==> src/rtl/rdc_pkg.sv <==
// Package for the radix digit converter: result type, constants and the ASCII mapping.
package rdc_pkg;

   localparam int RADIX_BITS    = 5;
   localparam int DIGIT_BITS    = 4;
   localparam int CHAR_BITS     = 7;

   localparam logic [RADIX_BITS-1:0] RADIX_MIN     = 5'd2;
   localparam logic [RADIX_BITS-1:0] RADIX_MAX     = 5'd16;
   localparam logic [CHAR_BITS-1:0]  ASCII_ZERO    = 7'd48;
   localparam logic [CHAR_BITS-1:0]  ALPHA_OFFSET  = 7'd55;
   localparam logic [DIGIT_BITS-1:0] DECIMAL_LIMIT = 4'd10;
   localparam logic [CHAR_BITS-1:0]  ERROR_CHAR    = 7'd0;

   typedef struct packed {
      logic [CHAR_BITS-1:0] digit_char;
      logic                 last;
      logic                 error;
   } rsp_type;

   function automatic logic [CHAR_BITS-1:0] to_ascii(input logic [DIGIT_BITS-1:0] digit);
      logic [CHAR_BITS-1:0] wide;
      wide = {{(CHAR_BITS-DIGIT_BITS){1'b0}}, digit};
      if (digit < DECIMAL_LIMIT) begin
         return ASCII_ZERO + wide;
      end
      return ALPHA_OFFSET + wide;
   endfunction

endpackage

==> src/rtl/rdc_front.sv <==
// Front end: accepts items, flags a bad radix and holds them in a two-entry job queue.
module rdc_front #(
   parameter int VALUE_BITS = 31
) (
   input  logic                           clock,
   input  logic                           reset,
   input  logic                           req_push,
   output logic                           req_full,
   input  logic [VALUE_BITS-1:0]          req_value,
   input  logic [rdc_pkg::RADIX_BITS-1:0] req_radix,
   output logic                           job_valid,
   input  logic                           job_take,
   output logic [VALUE_BITS-1:0]          job_value,
   output logic [rdc_pkg::RADIX_BITS-1:0] job_radix,
   output logic                           job_error
);

   logic [VALUE_BITS-1:0]          value_ff [2];
   logic [rdc_pkg::RADIX_BITS-1:0] radix_ff [2];
   logic                           error_ff [2];
   logic                           wr_ptr_ff, wr_ptr_in;
   logic                           rd_ptr_ff, rd_ptr_in;
   logic [1:0]                     count_ff, count_in;
   logic                           push_ok;
   logic                           take_ok;
   logic                           bad_radix;

   assign req_full  = (count_ff == 2'd2);
   assign job_valid = (count_ff != 2'd0);
   assign push_ok   = req_push && !req_full;
   assign take_ok   = job_take && job_valid;

   // A radix outside two to sixteen turns into a single error result downstream.
   assign bad_radix = (req_radix < rdc_pkg::RADIX_MIN) || (req_radix > rdc_pkg::RADIX_MAX);

   assign job_value = value_ff[rd_ptr_ff];
   assign job_radix = radix_ff[rd_ptr_ff];
   assign job_error = error_ff[rd_ptr_ff];

   always_comb begin
      wr_ptr_in = push_ok ? ~wr_ptr_ff : wr_ptr_ff;
      rd_ptr_in = take_ok ? ~rd_ptr_ff : rd_ptr_ff;
      count_in  = count_ff;
      if (push_ok && !take_ok) begin
         count_in = count_ff + 2'd1;
      end else if (take_ok && !push_ok) begin
         count_in = count_ff - 2'd1;
      end
   end

   always_ff @(posedge clock) begin
      if (reset) begin
         wr_ptr_ff <= 1'b0;
         rd_ptr_ff <= 1'b0;
         count_ff  <= 2'd0;
      end else begin
         wr_ptr_ff <= wr_ptr_in;
         rd_ptr_ff <= rd_ptr_in;
         count_ff  <= count_in;
      end
   end

   always_ff @(posedge clock) begin
      if (push_ok) begin
         value_ff[wr_ptr_ff] <= req_value;
         radix_ff[wr_ptr_ff] <= req_radix;
         error_ff[wr_ptr_ff] <= bad_radix;
      end
   end

endmodule

==> src/rtl/rdc_back.sv <==
// Back end: finds the highest power of the radix, then peels off one digit per pass.
module rdc_back #(
   parameter int VALUE_BITS = 31
) (
   input  logic                           clock,
   input  logic                           reset,
   input  logic                           job_valid,
   output logic                           job_take,
   input  logic [VALUE_BITS-1:0]          job_value,
   input  logic [rdc_pkg::RADIX_BITS-1:0] job_radix,
   input  logic                           job_error,
   output logic                           out_push,
   output rdc_pkg::rsp_type               out_item,
   input  logic                           out_full
);

   localparam int IDX_BITS  = (VALUE_BITS > 1) ? $clog2(VALUE_BITS) : 1;
   localparam int PROD_BITS = VALUE_BITS + rdc_pkg::RADIX_BITS;
   localparam int SHIFT_BITS = VALUE_BITS + 3;

   localparam logic [2:0] S_IDLE   = 3'd0;
   localparam logic [2:0] S_SEARCH = 3'd1;
   localparam logic [2:0] S_FETCH  = 3'd2;
   localparam logic [2:0] S_DIVIDE = 3'd3;
   localparam logic [2:0] S_EMIT   = 3'd4;

   logic [2:0]                           state_ff, state_in;
   logic [VALUE_BITS-1:0]                rem_ff, rem_in;
   logic [VALUE_BITS-1:0]                place_ff, place_in;
   logic [rdc_pkg::RADIX_BITS-1:0]       radix_ff, radix_in;
   logic [IDX_BITS-1:0]                  idx_ff, idx_in;
   logic [1:0]                           bit_ff, bit_in;
   logic [rdc_pkg::DIGIT_BITS-1:0]       digit_ff, digit_in;
   logic                                 error_ff, error_in;

   // Table of powers of the radix, filled during the search and read back from the top.
   logic [VALUE_BITS-1:0]                pow_mem [VALUE_BITS];
   logic [VALUE_BITS-1:0]                pow_q;

   logic [PROD_BITS-1:0]                 prod;
   logic [SHIFT_BITS-1:0]                shifted;
   logic [SHIFT_BITS-1:0]                rem_ext;
   logic                                 fits;

   assign prod    = {{rdc_pkg::RADIX_BITS{1'b0}}, place_ff}
                  * {{VALUE_BITS{1'b0}}, radix_ff};
   assign rem_ext = {3'b000, rem_ff};
   assign shifted = {3'b000, pow_q} << bit_ff;
   assign fits    = (rem_ext >= shifted);

   assign job_take = (state_ff == S_IDLE) && job_valid;
   assign out_push = (state_ff == S_EMIT) && !out_full;

   always_comb begin
      out_item = '0;
      if (error_ff) begin
         out_item.digit_char = rdc_pkg::ERROR_CHAR;
         out_item.last       = 1'b1;
         out_item.error      = 1'b1;
      end else begin
         out_item.digit_char = rdc_pkg::to_ascii(digit_ff);
         out_item.last       = (idx_ff == '0);
         out_item.error      = 1'b0;
      end
   end

   always_comb begin
      state_in = state_ff;
      rem_in   = rem_ff;
      place_in = place_ff;
      radix_in = radix_ff;
      idx_in   = idx_ff;
      bit_in   = bit_ff;
      digit_in = digit_ff;
      error_in = error_ff;
      unique case (state_ff)
         S_IDLE: begin
            if (job_valid) begin
               rem_in   = job_value;
               radix_in = job_radix;
               error_in = job_error;
               place_in = {{(VALUE_BITS-1){1'b0}}, 1'b1};
               idx_in   = '0;
               state_in = job_error ? S_EMIT : S_SEARCH;
            end
         end
         S_SEARCH: begin
            // place * radix <= remaining is the exact form of place <= remaining / radix.
            if (prod <= {{rdc_pkg::RADIX_BITS{1'b0}}, rem_ff}) begin
               place_in = prod[VALUE_BITS-1:0];
               idx_in   = idx_ff + IDX_BITS'(1);
            end else begin
               state_in = S_FETCH;
            end
         end
         S_FETCH: begin
            bit_in   = 2'd3;
            digit_in = '0;
            state_in = S_DIVIDE;
         end
         S_DIVIDE: begin
            // Restoring division: the digit is below sixteen, so four steps suffice.
            if (fits) begin
               rem_in           = rem_ff - shifted[VALUE_BITS-1:0];
               digit_in[bit_ff] = 1'b1;
            end
            bit_in = bit_ff - 2'd1;
            if (bit_ff == 2'd0) begin
               state_in = S_EMIT;
            end
         end
         S_EMIT: begin
            if (!out_full) begin
               if (error_ff || (idx_ff == '0)) begin
                  state_in = S_IDLE;
               end else begin
                  idx_in   = idx_ff - IDX_BITS'(1);
                  state_in = S_FETCH;
               end
            end
         end
         default: begin
            state_in = S_IDLE;
         end
      endcase
   end

   always_ff @(posedge clock) begin
      if (reset) begin
         state_ff <= S_IDLE;
      end else begin
         state_ff <= state_in;
      end
   end

   always_ff @(posedge clock) begin
      rem_ff   <= rem_in;
      place_ff <= place_in;
      radix_ff <= radix_in;
      idx_ff   <= idx_in;
      bit_ff   <= bit_in;
      digit_ff <= digit_in;
      error_ff <= error_in;
   end

   always_ff @(posedge clock) begin
      if (state_ff == S_SEARCH) begin
         pow_mem[idx_ff] <= place_ff;
      end
      pow_q <= pow_mem[idx_ff];
   end

endmodule

==> src/rtl/rdc_out_fifo.sv <==
// Result queue: four entries between the digit engine and the result ports.
module rdc_out_fifo (
   input  logic             clock,
   input  logic             reset,
   input  logic             push,
   input  rdc_pkg::rsp_type item,
   output logic             full,
   output logic             empty,
   input  logic             pop,
   output rdc_pkg::rsp_type head
);

   rdc_pkg::rsp_type entry_ff [4];
   logic [1:0]       wr_ptr_ff, wr_ptr_in;
   logic [1:0]       rd_ptr_ff, rd_ptr_in;
   logic [2:0]       count_ff, count_in;
   logic             push_ok;
   logic             pop_ok;

   assign full    = (count_ff == 3'd4);
   assign empty   = (count_ff == 3'd0);
   assign push_ok = push && !full;
   assign pop_ok  = pop && !empty;
   assign head    = entry_ff[rd_ptr_ff];

   always_comb begin
      wr_ptr_in = push_ok ? wr_ptr_ff + 2'd1 : wr_ptr_ff;
      rd_ptr_in = pop_ok ? rd_ptr_ff + 2'd1 : rd_ptr_ff;
      count_in  = count_ff;
      if (push_ok && !pop_ok) begin
         count_in = count_ff + 3'd1;
      end else if (pop_ok && !push_ok) begin
         count_in = count_ff - 3'd1;
      end
   end

   always_ff @(posedge clock) begin
      if (reset) begin
         wr_ptr_ff <= 2'd0;
         rd_ptr_ff <= 2'd0;
         count_ff  <= 3'd0;
      end else begin
         wr_ptr_ff <= wr_ptr_in;
         rd_ptr_ff <= rd_ptr_in;
         count_ff  <= count_in;
      end
   end

   always_ff @(posedge clock) begin
      if (push_ok) begin
         entry_ff[wr_ptr_ff] <= item;
      end
   end

endmodule

==> src/rtl/radix_digit_converter.sv <==
// The engine takes an item and searches its powers, then handles each digit with a table read,
// four restoring-division steps and a result write; a bad radix goes straight to its error result.
// It works on one item at a time and takes the next from the front end only once the last digit
// of the current one has gone into the result queue, and a full result queue holds it back.
// Reset: synchronous, active high; it empties both queues and idles the engine, no sweep.
// Top level of the radix digit converter.
module radix_digit_converter #(
   parameter int VALUE_BITS = 31
) (
   input  logic                           clock,
   input  logic                           reset,
   // Input channel: an item enters when push is high and full is low.
   input  logic                           req_push,
   output logic                           req_full,
   input  logic [VALUE_BITS-1:0]          req_value,
   input  logic [rdc_pkg::RADIX_BITS-1:0] req_radix,
   // Result channel: the oldest digit is shown while empty is low.
   output logic                           rsp_empty,
   input  logic                           rsp_pop,
   output logic [rdc_pkg::CHAR_BITS-1:0]  rsp_digit_char,
   output logic                           rsp_last,
   output logic                           rsp_error
);

   // The front end checks the radix and queues the item so that new items
   // can be taken while the engine is still busy with an earlier one.
   logic                           job_valid;
   logic                           job_take;
   logic [VALUE_BITS-1:0]          job_value;
   logic [rdc_pkg::RADIX_BITS-1:0] job_radix;
   logic                           job_error;

   // The engine writes finished digits into the result queue, which lets it
   // keep working while the consumer holds off.
   logic                           out_push;
   logic                           out_full;
   rdc_pkg::rsp_type               out_item;
   rdc_pkg::rsp_type               out_head;

   rdc_front #(
      .VALUE_BITS (VALUE_BITS)
   ) u_front (
      .clock     (clock),
      .reset     (reset),
      .req_push  (req_push),
      .req_full  (req_full),
      .req_value (req_value),
      .req_radix (req_radix),
      .job_valid (job_valid),
      .job_take  (job_take),
      .job_value (job_value),
      .job_radix (job_radix),
      .job_error (job_error)
   );

   // The engine first multiplies its way up to the highest power of the radix
   // not above the value, storing each power, then walks back down the table,
   // taking one digit per power with a four-step restoring division.
   rdc_back #(
      .VALUE_BITS (VALUE_BITS)
   ) u_back (
      .clock     (clock),
      .reset     (reset),
      .job_valid (job_valid),
      .job_take  (job_take),
      .job_value (job_value),
      .job_radix (job_radix),
      .job_error (job_error),
      .out_push  (out_push),
      .out_item  (out_item),
      .out_full  (out_full)
   );

   rdc_out_fifo u_out_fifo (
      .clock (clock),
      .reset (reset),
      .push  (out_push),
      .item  (out_item),
      .full  (out_full),
      .empty (rsp_empty),
      .pop   (rsp_pop),
      .head  (out_head)
   );

   assign rsp_digit_char = out_head.digit_char;
   assign rsp_last       = out_head.last;
   assign rsp_error      = out_head.error;

endmodule

==> config.mk <==
export PLATFORM = sky130hd
export DESIGN_NAME = radix_digit_converter
export DESIGN_NICKNAME = d
export VERILOG_FILES = /design/src/rtl/rdc_pkg.sv /design/src/rtl/rdc_front.sv /design/src/rtl/rdc_back.sv /design/src/rtl/rdc_out_fifo.sv /design/src/rtl/radix_digit_converter.sv
export SDC_FILE = /design/constraint.sdc
export NUM_CORES = 2
export LEC_CHECK = 0
export ABC_AREA = 0
export BUFFER_PORTS_ARGS = -buffer_cell sky130_fd_sc_hd__buf_2
export CAP_MARGIN = 10
export CORE_MARGIN = 5
export CORE_UTILIZATION = 55
export CTS_CLUSTER_SIZE = 28
export DETAILED_ROUTE_END_ITERATION = 8
export HOLD_SLACK_MARGIN = 0.06
export PLACE_DENSITY = 0.71
export SETUP_SLACK_MARGIN = 0.5
export SLEW_MARGIN = 20
export SYNTH_ARGS = -nofsm -noshare
export SYNTH_HDL_FRONTEND = slang
export SYNTH_SLANG_ARGS = --single-unit
==> constraint.sdc <==
create_clock -name clock -period 10.89 [get_ports clock]
set_clock_uncertainty 0.1 [all_clocks]
set_input_delay 0 -clock clock [delete_from_list [all_inputs] [get_ports clock]]
set_output_delay 0 -clock clock [all_outputs]
set_load 0.05 [all_outputs]
# [After elaboration in Yosys (flattened, before gate mapping)]
# Memory sizes are Yosys's and may differ from the RTL's. A register that Yosys moved wholly into a read port is not among the register bits.
# Cells that the tools add are included.
[totals] register_bits=88 latchBits=0 mem_bits_rw=1071 romBits=0 input_bits=40 out_inout_bits=11 elab_cells=136 n_memories=5
[memory_table] memory="u_back.pow_mem" words=31 word_bits=31 rd=1 rd_ports_with_merged_regs=1 wr=1 line_no="rdc_back.sv:37" text="logic [VALUE_BITS-1:0] pow_mem [VALUE_BITS];"
[memory_table] memory="u_front.value_ff" words=2 word_bits=31 rd=1 rd_ports_with_merged_regs=1 wr=1 line_no="rdc_front.sv:18" text="logic [VALUE_BITS-1:0] value_ff [2];"
[memory_table] memory="u_out_fifo.entry_ff" words=4 word_bits=9 rd=1 rd_ports_with_merged_regs=1 wr=1 line_no="rdc_out_fifo.sv:13" text="rdc_pkg::rsp_type entry_ff [4];"
[memory_table] memory="u_front.radix_ff" words=2 word_bits=5 rd=1 rd_ports_with_merged_regs=1 wr=1 line_no="rdc_front.sv:19" text="logic [rdc_pkg::RADIX_BITS-1:0] radix_ff [2];"
[memory_table] memory="u_front.error_ff" words=2 word_bits=1 rd=1 rd_ports_with_merged_regs=1 wr=1 line_no="rdc_front.sv:20" text="logic error_ff [2];"
[classes] add_sub_neg=12 multipliers=1 div_mod_pow=0 magnitude_cmp=7 n_eq_ne=13 n_shift=1 mux=44 bitwise_logic=3 n_reduce_logical=37
[ops] cell="2-to-1 mux 31 bit" n=4
[ops] cell="case mux 31 bit (2 select lines)" n=2
[ops] cell="<= comparator 36 x 31 -> 1 bit" n=1
[ops] cell="multiplier 31 x 5 -> 36 bit" n=1
[ops] cell=">= comparator 31 x 34 -> 1 bit" n=1
[ops] cell="<< shifter 31 x 2 -> 34 bit" n=1
[ops] cell="subtractor 31 bit" n=1
[ops] cell="2-to-1 mux 3 bit" n=7
[ops] cell="2-to-1 mux 5 bit" n=4
[ops] cell="case mux 3 bit (5 select lines)" n=1
[ops] cell="case mux 5 bit (3 select lines)" n=1
[ops] cell="adder 6 x 4 -> 7 bit, first input constant" n=2
[ops] cell="2-to-1 mux 7 bit" n=2
[ops] cell="2-to-1 mux 1 bit" n=13
[ops] cell="nonzero test 2 bit" n=6
[ops] cell="logical AND 1 bit" n=11
[ops] cell="2-to-1 mux 2 bit" n=5
[ops] cell="2-to-1 mux 9 bit" n=1
[ops] cell="!= test 2 x 1 -> 1 bit, second input constant" n=4
[ops] cell="case mux 4 bit (2 select lines)" n=1
[ops] cell="zero test 1 bit" n=7
[ops] cell="adder 2 x 1 -> 2 bit, second input constant" n=3
[ops] cell="equality test 3 x 2 -> 1 bit, second input constant" n=2
[ops] cell="equality test 3 bit, second input constant" n=2
[ops] cell="27 further kinds" n=35

# [Logic depth before layout (Yosys ltp)]
[depth] word_depth=8 ltp_mapped=27 mapped_depth_nobuf=26

# [Cells and area by module]
# Synthesis repeated with hierarchy kept, for this count alone.
[hier_totals] hier_cells=3193 area_unflattened_um2=53133.5
[by_module_without_submodules] module="rdc_back" n_inst=1 cells_per_inst=2954 area_per_inst_um2=48464.0 seq_area_each_um2=31910.6
[by_module_without_submodules] module="rdc_front" n_inst=1 cells_per_inst=144 area_per_inst_um2=2906.5 seq_area_each_um2=2322.2
[by_module_without_submodules] module="rdc_out_fifo" n_inst=1 cells_per_inst=95 area_per_inst_um2=1762.9 seq_area_each_um2=1261.2

# [Worst setup path before layout]
# OpenSTA, ideal clock, no wires.
[synth_timing] path_kind="register to register" startpoint="register u_back.place_ff[7]" endpoint="register u_back.place_ff[0], enable pin" setup_time_ps=466 t_arrival_ps=7921 required_time_ps=10324 path_slack_ps=2403 stages_incl_launch_ff=25 path_buffers=0 period_less_slack_ps=8487 path_cell_list="edfxtp_1 -> and2_1 -> fa_1 -> fa_1 -> inv_1 -> fa_1 -> inv_1 -> ha_1 -> and3_4 -> a22o_4 -> a211oi_4 -> a211oi_4 -> a31oi_1 -> o21ai_1 -> a21boi_1 -> xnor2_1 -> ha_1 -> a21o_1 -> a21oi_1 -> a2bb2oi_1 -> a21oi_1 -> o31a_1 -> nor3_2 -> nand2_1 -> o31ai_1"
[synth_between] elab_chain_cells=4
[synth_rtl] item="start: declaration" line_no="rdc_back.sv:29" text="logic [VALUE_BITS-1:0] place_ff, place_in;"
[synth_rtl] item="start signal: assignment" line_no="rdc_back.sv:138" text="place_ff <= place_in;"
[synth_rtl] item="multiplier 31 x 5 -> 36 bit" line_no="rdc_back.sv:46" text="* {{VALUE_BITS{1'b0}}, radix_ff};"
[synth_rtl] item="named net u_back.prod[22]" line_no="rdc_back.sv:40" text="logic [PROD_BITS-1:0] prod;"
[synth_rtl] item="<= comparator 36 x 31 -> 1 bit" line_no="rdc_back.sv:89" text="if (prod <= {{rdc_pkg::RADIX_BITS{1'b0}}, rem_ff}) begin"
[synth_rtl] item="!= test 2 x 1 -> 1 bit (no line)"
[synth_rtl] item="AND reduction 3 bit (no line)"
# The timed path passes the listed nets, and every way through them passes these cells.
# A chain may end at the register's enable or synchronous reset.

# [Worst setup path in the final report]
[layout_timing] startpoint="register u_back.place_ff[7]" endpoint="register u_back.place_ff[12], enable pin"
# Same word-level chain as after synthesis.

==> summary.txt <==
Outcome
  – Status: completed

Clocking
  – Post-cts sizing count: 0
  – CTS Sinks: 1198
  – Total setup buffers inserted after CTS: 0
  – Clock root buffer: clkbuf_16
  – Worst skew pair latency: between 0.7 and 0.8 ns
  – Max Root-Sink Buffers: 3
  – H-tree Lvls: 3
  – CTS buffer count: roughly 120
  – Clk pin slew, worst setup/hold paths: around 0.060 ns
  – CTS tree: built
  – Hold_buf cts: 78

Route
  – Met1 wire length: between 50 and 60 mm
  – Final wirelength: 136 mm
  – Length of routed met3 wiring: 14.3 mm
  – Antenna-violating nets left: 0
  – Wire per inst: ~29 um
  – DRT Pass-1 Iters: 6
  – Vias per cell: 6.38
  – Via count: 30.2k
  – Drt drc: 0
  – Initial drt markers: 4092
  – Top Metal Used: met5
  – Met2 wire length: 64.7 mm

Floorplan
  – Row count: 113
  – Die Y: 320 um
  – Die X: 320 um
  – Initial core utilization: 0.556
  – Full die area: 103000 um^2
  – CORE AREA: 95300 um^2
  – # IOs: 51

Cells and area
  – Fin cells: 4735
  – Layout cells sized above 1: 0.181
  – # diodes: 0
  – Final nets: 3620
  – Filler Cell Count: 6637
  – Area grow syn2layout: 13.2%

STA
  – Worst slew pin tran: roughly 1.1 ns
  – Final hold slack: 0.175 ns
  – Slew Viols, Final: 0
  – Rel. slew slack: 0.271
  – Total Negative Setup Slacks: 0 ns
  – Tcrit/Tclk final: 0.746
  – Min setup slack post-route: 2.76 ns
  – Fmax: ~120 MHz
  – Final setup viols: 0
  – Final min period: 8.13 ns
  – Final Hold Fails: 0
  – RSZ-0062 raised after global routing: no

Critical path
  – Reg2reg setup slack: 2.76 ns
  – Worst setup path class: flop to flop
  – Endpoint class of the critical path: flop
  – Critical path arrival: 8.36 ns
  – Startpoint types: flop
  – Data required time of the worst path: 11.12 ns
  – Crit Path Max Fanout: 36

Yosys
  – Cell Area, Synth: 53000 um^2
  – Mean Syn Cell Area: 16.6 um^2
  – Synth warn: 0
  – Ys flop type: edfxtp_1
  – FFs w/ async S/R, synth: 0
  – Synthesized net count: 3437
  – Synth unique cells: 77
  – Post-synth EDFFs: between 1k and 1.5k
  – Sequential area share after synthesis: 0.670
  – Syn Inst Count: ~3.2k
  – Flip-flop and latch count after synthesis: 1198

Place
  – Dpl cells: 4419
  – GPL Wtd Cong: 0.888
  – Detail Placement HPWL: 76.7 mm
  – Pre-CTS WS: 2.87 ns
  – # port buffers: 50

Global routing
  – Largest net degree at the start of global routing: 158
  – First-pass GRT wire length: ~200 mm
  – Antenna violations before repair: 2
  – Tot GR Track Use: 0.265
  – Vias in the first global route: just over 30k
  – GRT overflow: 0

Job
  – Max-Cap Viols: 0

Min path
  – Worst hold path class: input port to flop
-- cells in the mapped netlist (6+ instances only) --
master | instances | area share
a21o_1 | 36 | 0.0051
clkbuf_1 | 106 | 0.0075
nand3_1 | 19 | 0.0018
xor2_1 | 23 | 0.0038
and2_1 | 148 | 0.017
nand2_1 | 121 | 0.0086
ha_1 | 120 | 0.028
o21ai_1 | 8 | 0.00076
xnor2_1 | 38 | 0.0063
nand4_1 | 49 | 0.0058
inv_1 | 197 | 0.014
edfxtp_1 | 1150 | 0.65
nor2_1 | 175 | 0.012
buf_2 | 15 | 0.0014
o21ai_0 | 48 | 0.0045
nand2b_1 | 7 | 0.00083
buf_1 | 24 | 0.0017
a211oi_1 | 24 | 0.0034
a22oi_1 | 93 | 0.013
mux2_2 | 9 | 0.0019
or2_2 | 6 | 0.00071
mux2i_1 | 60 | 0.011
o21bai_1 | 8 | 0.0011
nor3_1 | 21 | 0.0020
nor2b_1 | 21 | 0.0025
mux4_2 | 248 | 0.11
o21a_1 | 12 | 0.0017
fa_1 | 90 | 0.034
a21oi_1 | 148 | 0.014
dfxtp_1 | 48 | 0.018
a31oi_1 | 6 | 0.00071
or3_1 | 12 | 0.0014
o31ai_1 | 8 | 0.0011
and3_1 | 16 | 0.0019
o211ai_1 | 7 | 0.00099
-- cell type report --
cell class,count,area [um^2],share of cell area
well taps,1265,1580,0.0264
clock buffers,154,3060,0.0511
flip-flops and latches,1198,35500,0.592
inverters,197,739,0.0123
multi-input cells,1647,16500,0.275
repair buffers,211,1910,0.0318
clock inverters,63,686,0.0114
-- worst max-delay path, cell delays in order, from the launching register on --
cell and delay (ns):
edfxtp_1 1.07, and2_1 0.27, fa_1 0.41, fa_1 0.49, inv_1 0.05, fa_1 0.47
inv_1 0.04, ha_1 0.35, and3_4 0.24, a22o_4 0.26, a211oi_4 0.35, a211oi_4 0.18
a31oi_1 0.32, xnor2_1 0.19, ha_1 0.34, nand4_1 0.19, nor4_1 0.62, nand3_1 0.15
o31a_1 0.14, o31a_1 0.11, nor3_2 0.43, nand2_1 0.21, o31ai_4 0.24, buf_4 0.51
-- flip-flops by register name (all words and copies together) (netlist names), 3 cells and up, named ones only --
register             flops
u_front.value_ff        62
u_out_fifo.count_ff      3
u_back.pow_mem         961
u_back.idx_ff            5
u_back.digit_ff          4
u_back.state_ff          3
u_out_fifo.entry_ff     36
u_front.radix_ff        10
u_back.rem_ff           31
u_back.pow_q            31
u_back.radix_ff          5
u_back.place_ff         31
-- layer usage --
layer  global-route usage  vias to the layer above
li1                     -                    12678
met3               0.0624                      255
met1                0.374                    15582
met4               0.0720                        2
met2                0.424                     1715
met5                    0                        -
-- final timing paths --
check	start	to	cells after the start
max	u_back.place_ff[7]	u_back.place_ff[12]	23
min	rsp_pop	flop	5
max reg2reg	u_back.place_ff[7]	u_back.place_ff[12]	23
min reg2reg	u_front.radix_ff[1][2]	u_back.radix_ff[2]	1
-- placed cells by master (no fill, tap or decap), types with 16 or more instances in the layout --
cell and n:
edfxtp_1 1150, mux4_2 248, inv_1 197, a21oi_1 147, and2_1 145, nor2_1 141, nand2_1 121, ha_1 120
clkbuf_16 116, a22oi_1 93, fa_1 90, dlygate4sd3_1 78, mux2i_1 60, buf_4 59, buf_2 50, nand4_1 49
o21ai_0 48, dfxtp_1 47, xnor2_1 38, a21o_1 36, clkbuf_1 35, nor2_4 34, a211oi_1 24, xor2_1 23
nor2b_1 21, nor3_1 20, clkinv_2 20, nand3_1 18, and3_1 16, clkinv_1 16, buf_8 16
-- cells by family (layout without fill, tap and decap cells) --
kind of cell	Yosys count	count (layout)	share of synthesized area
buffers and inverters	342	625	0.0246
muxes	317	317	0.119
adders and majority gates	210	210	0.0623
DFF	1198	1198	0.670
and+or+nand+nor	616	616	0.0584
xor gates and xnor gates	61	61	0.0101
AOI/OAI and AO/OA	443	443	0.0561
-- through the flow --
step / utilization / instance area [um^2]
finish: 0.629 / 60000
global route: 0.629 / 60000
CTS: 0.625 / 59600
detailed placement: 0.578 / 55100
global placement: 0.578 / 55000
floorplan: - / 53000
Power is not shown: default switching activity piles up to over one toggle a cycle in this logic, so the estimate is an artifact.
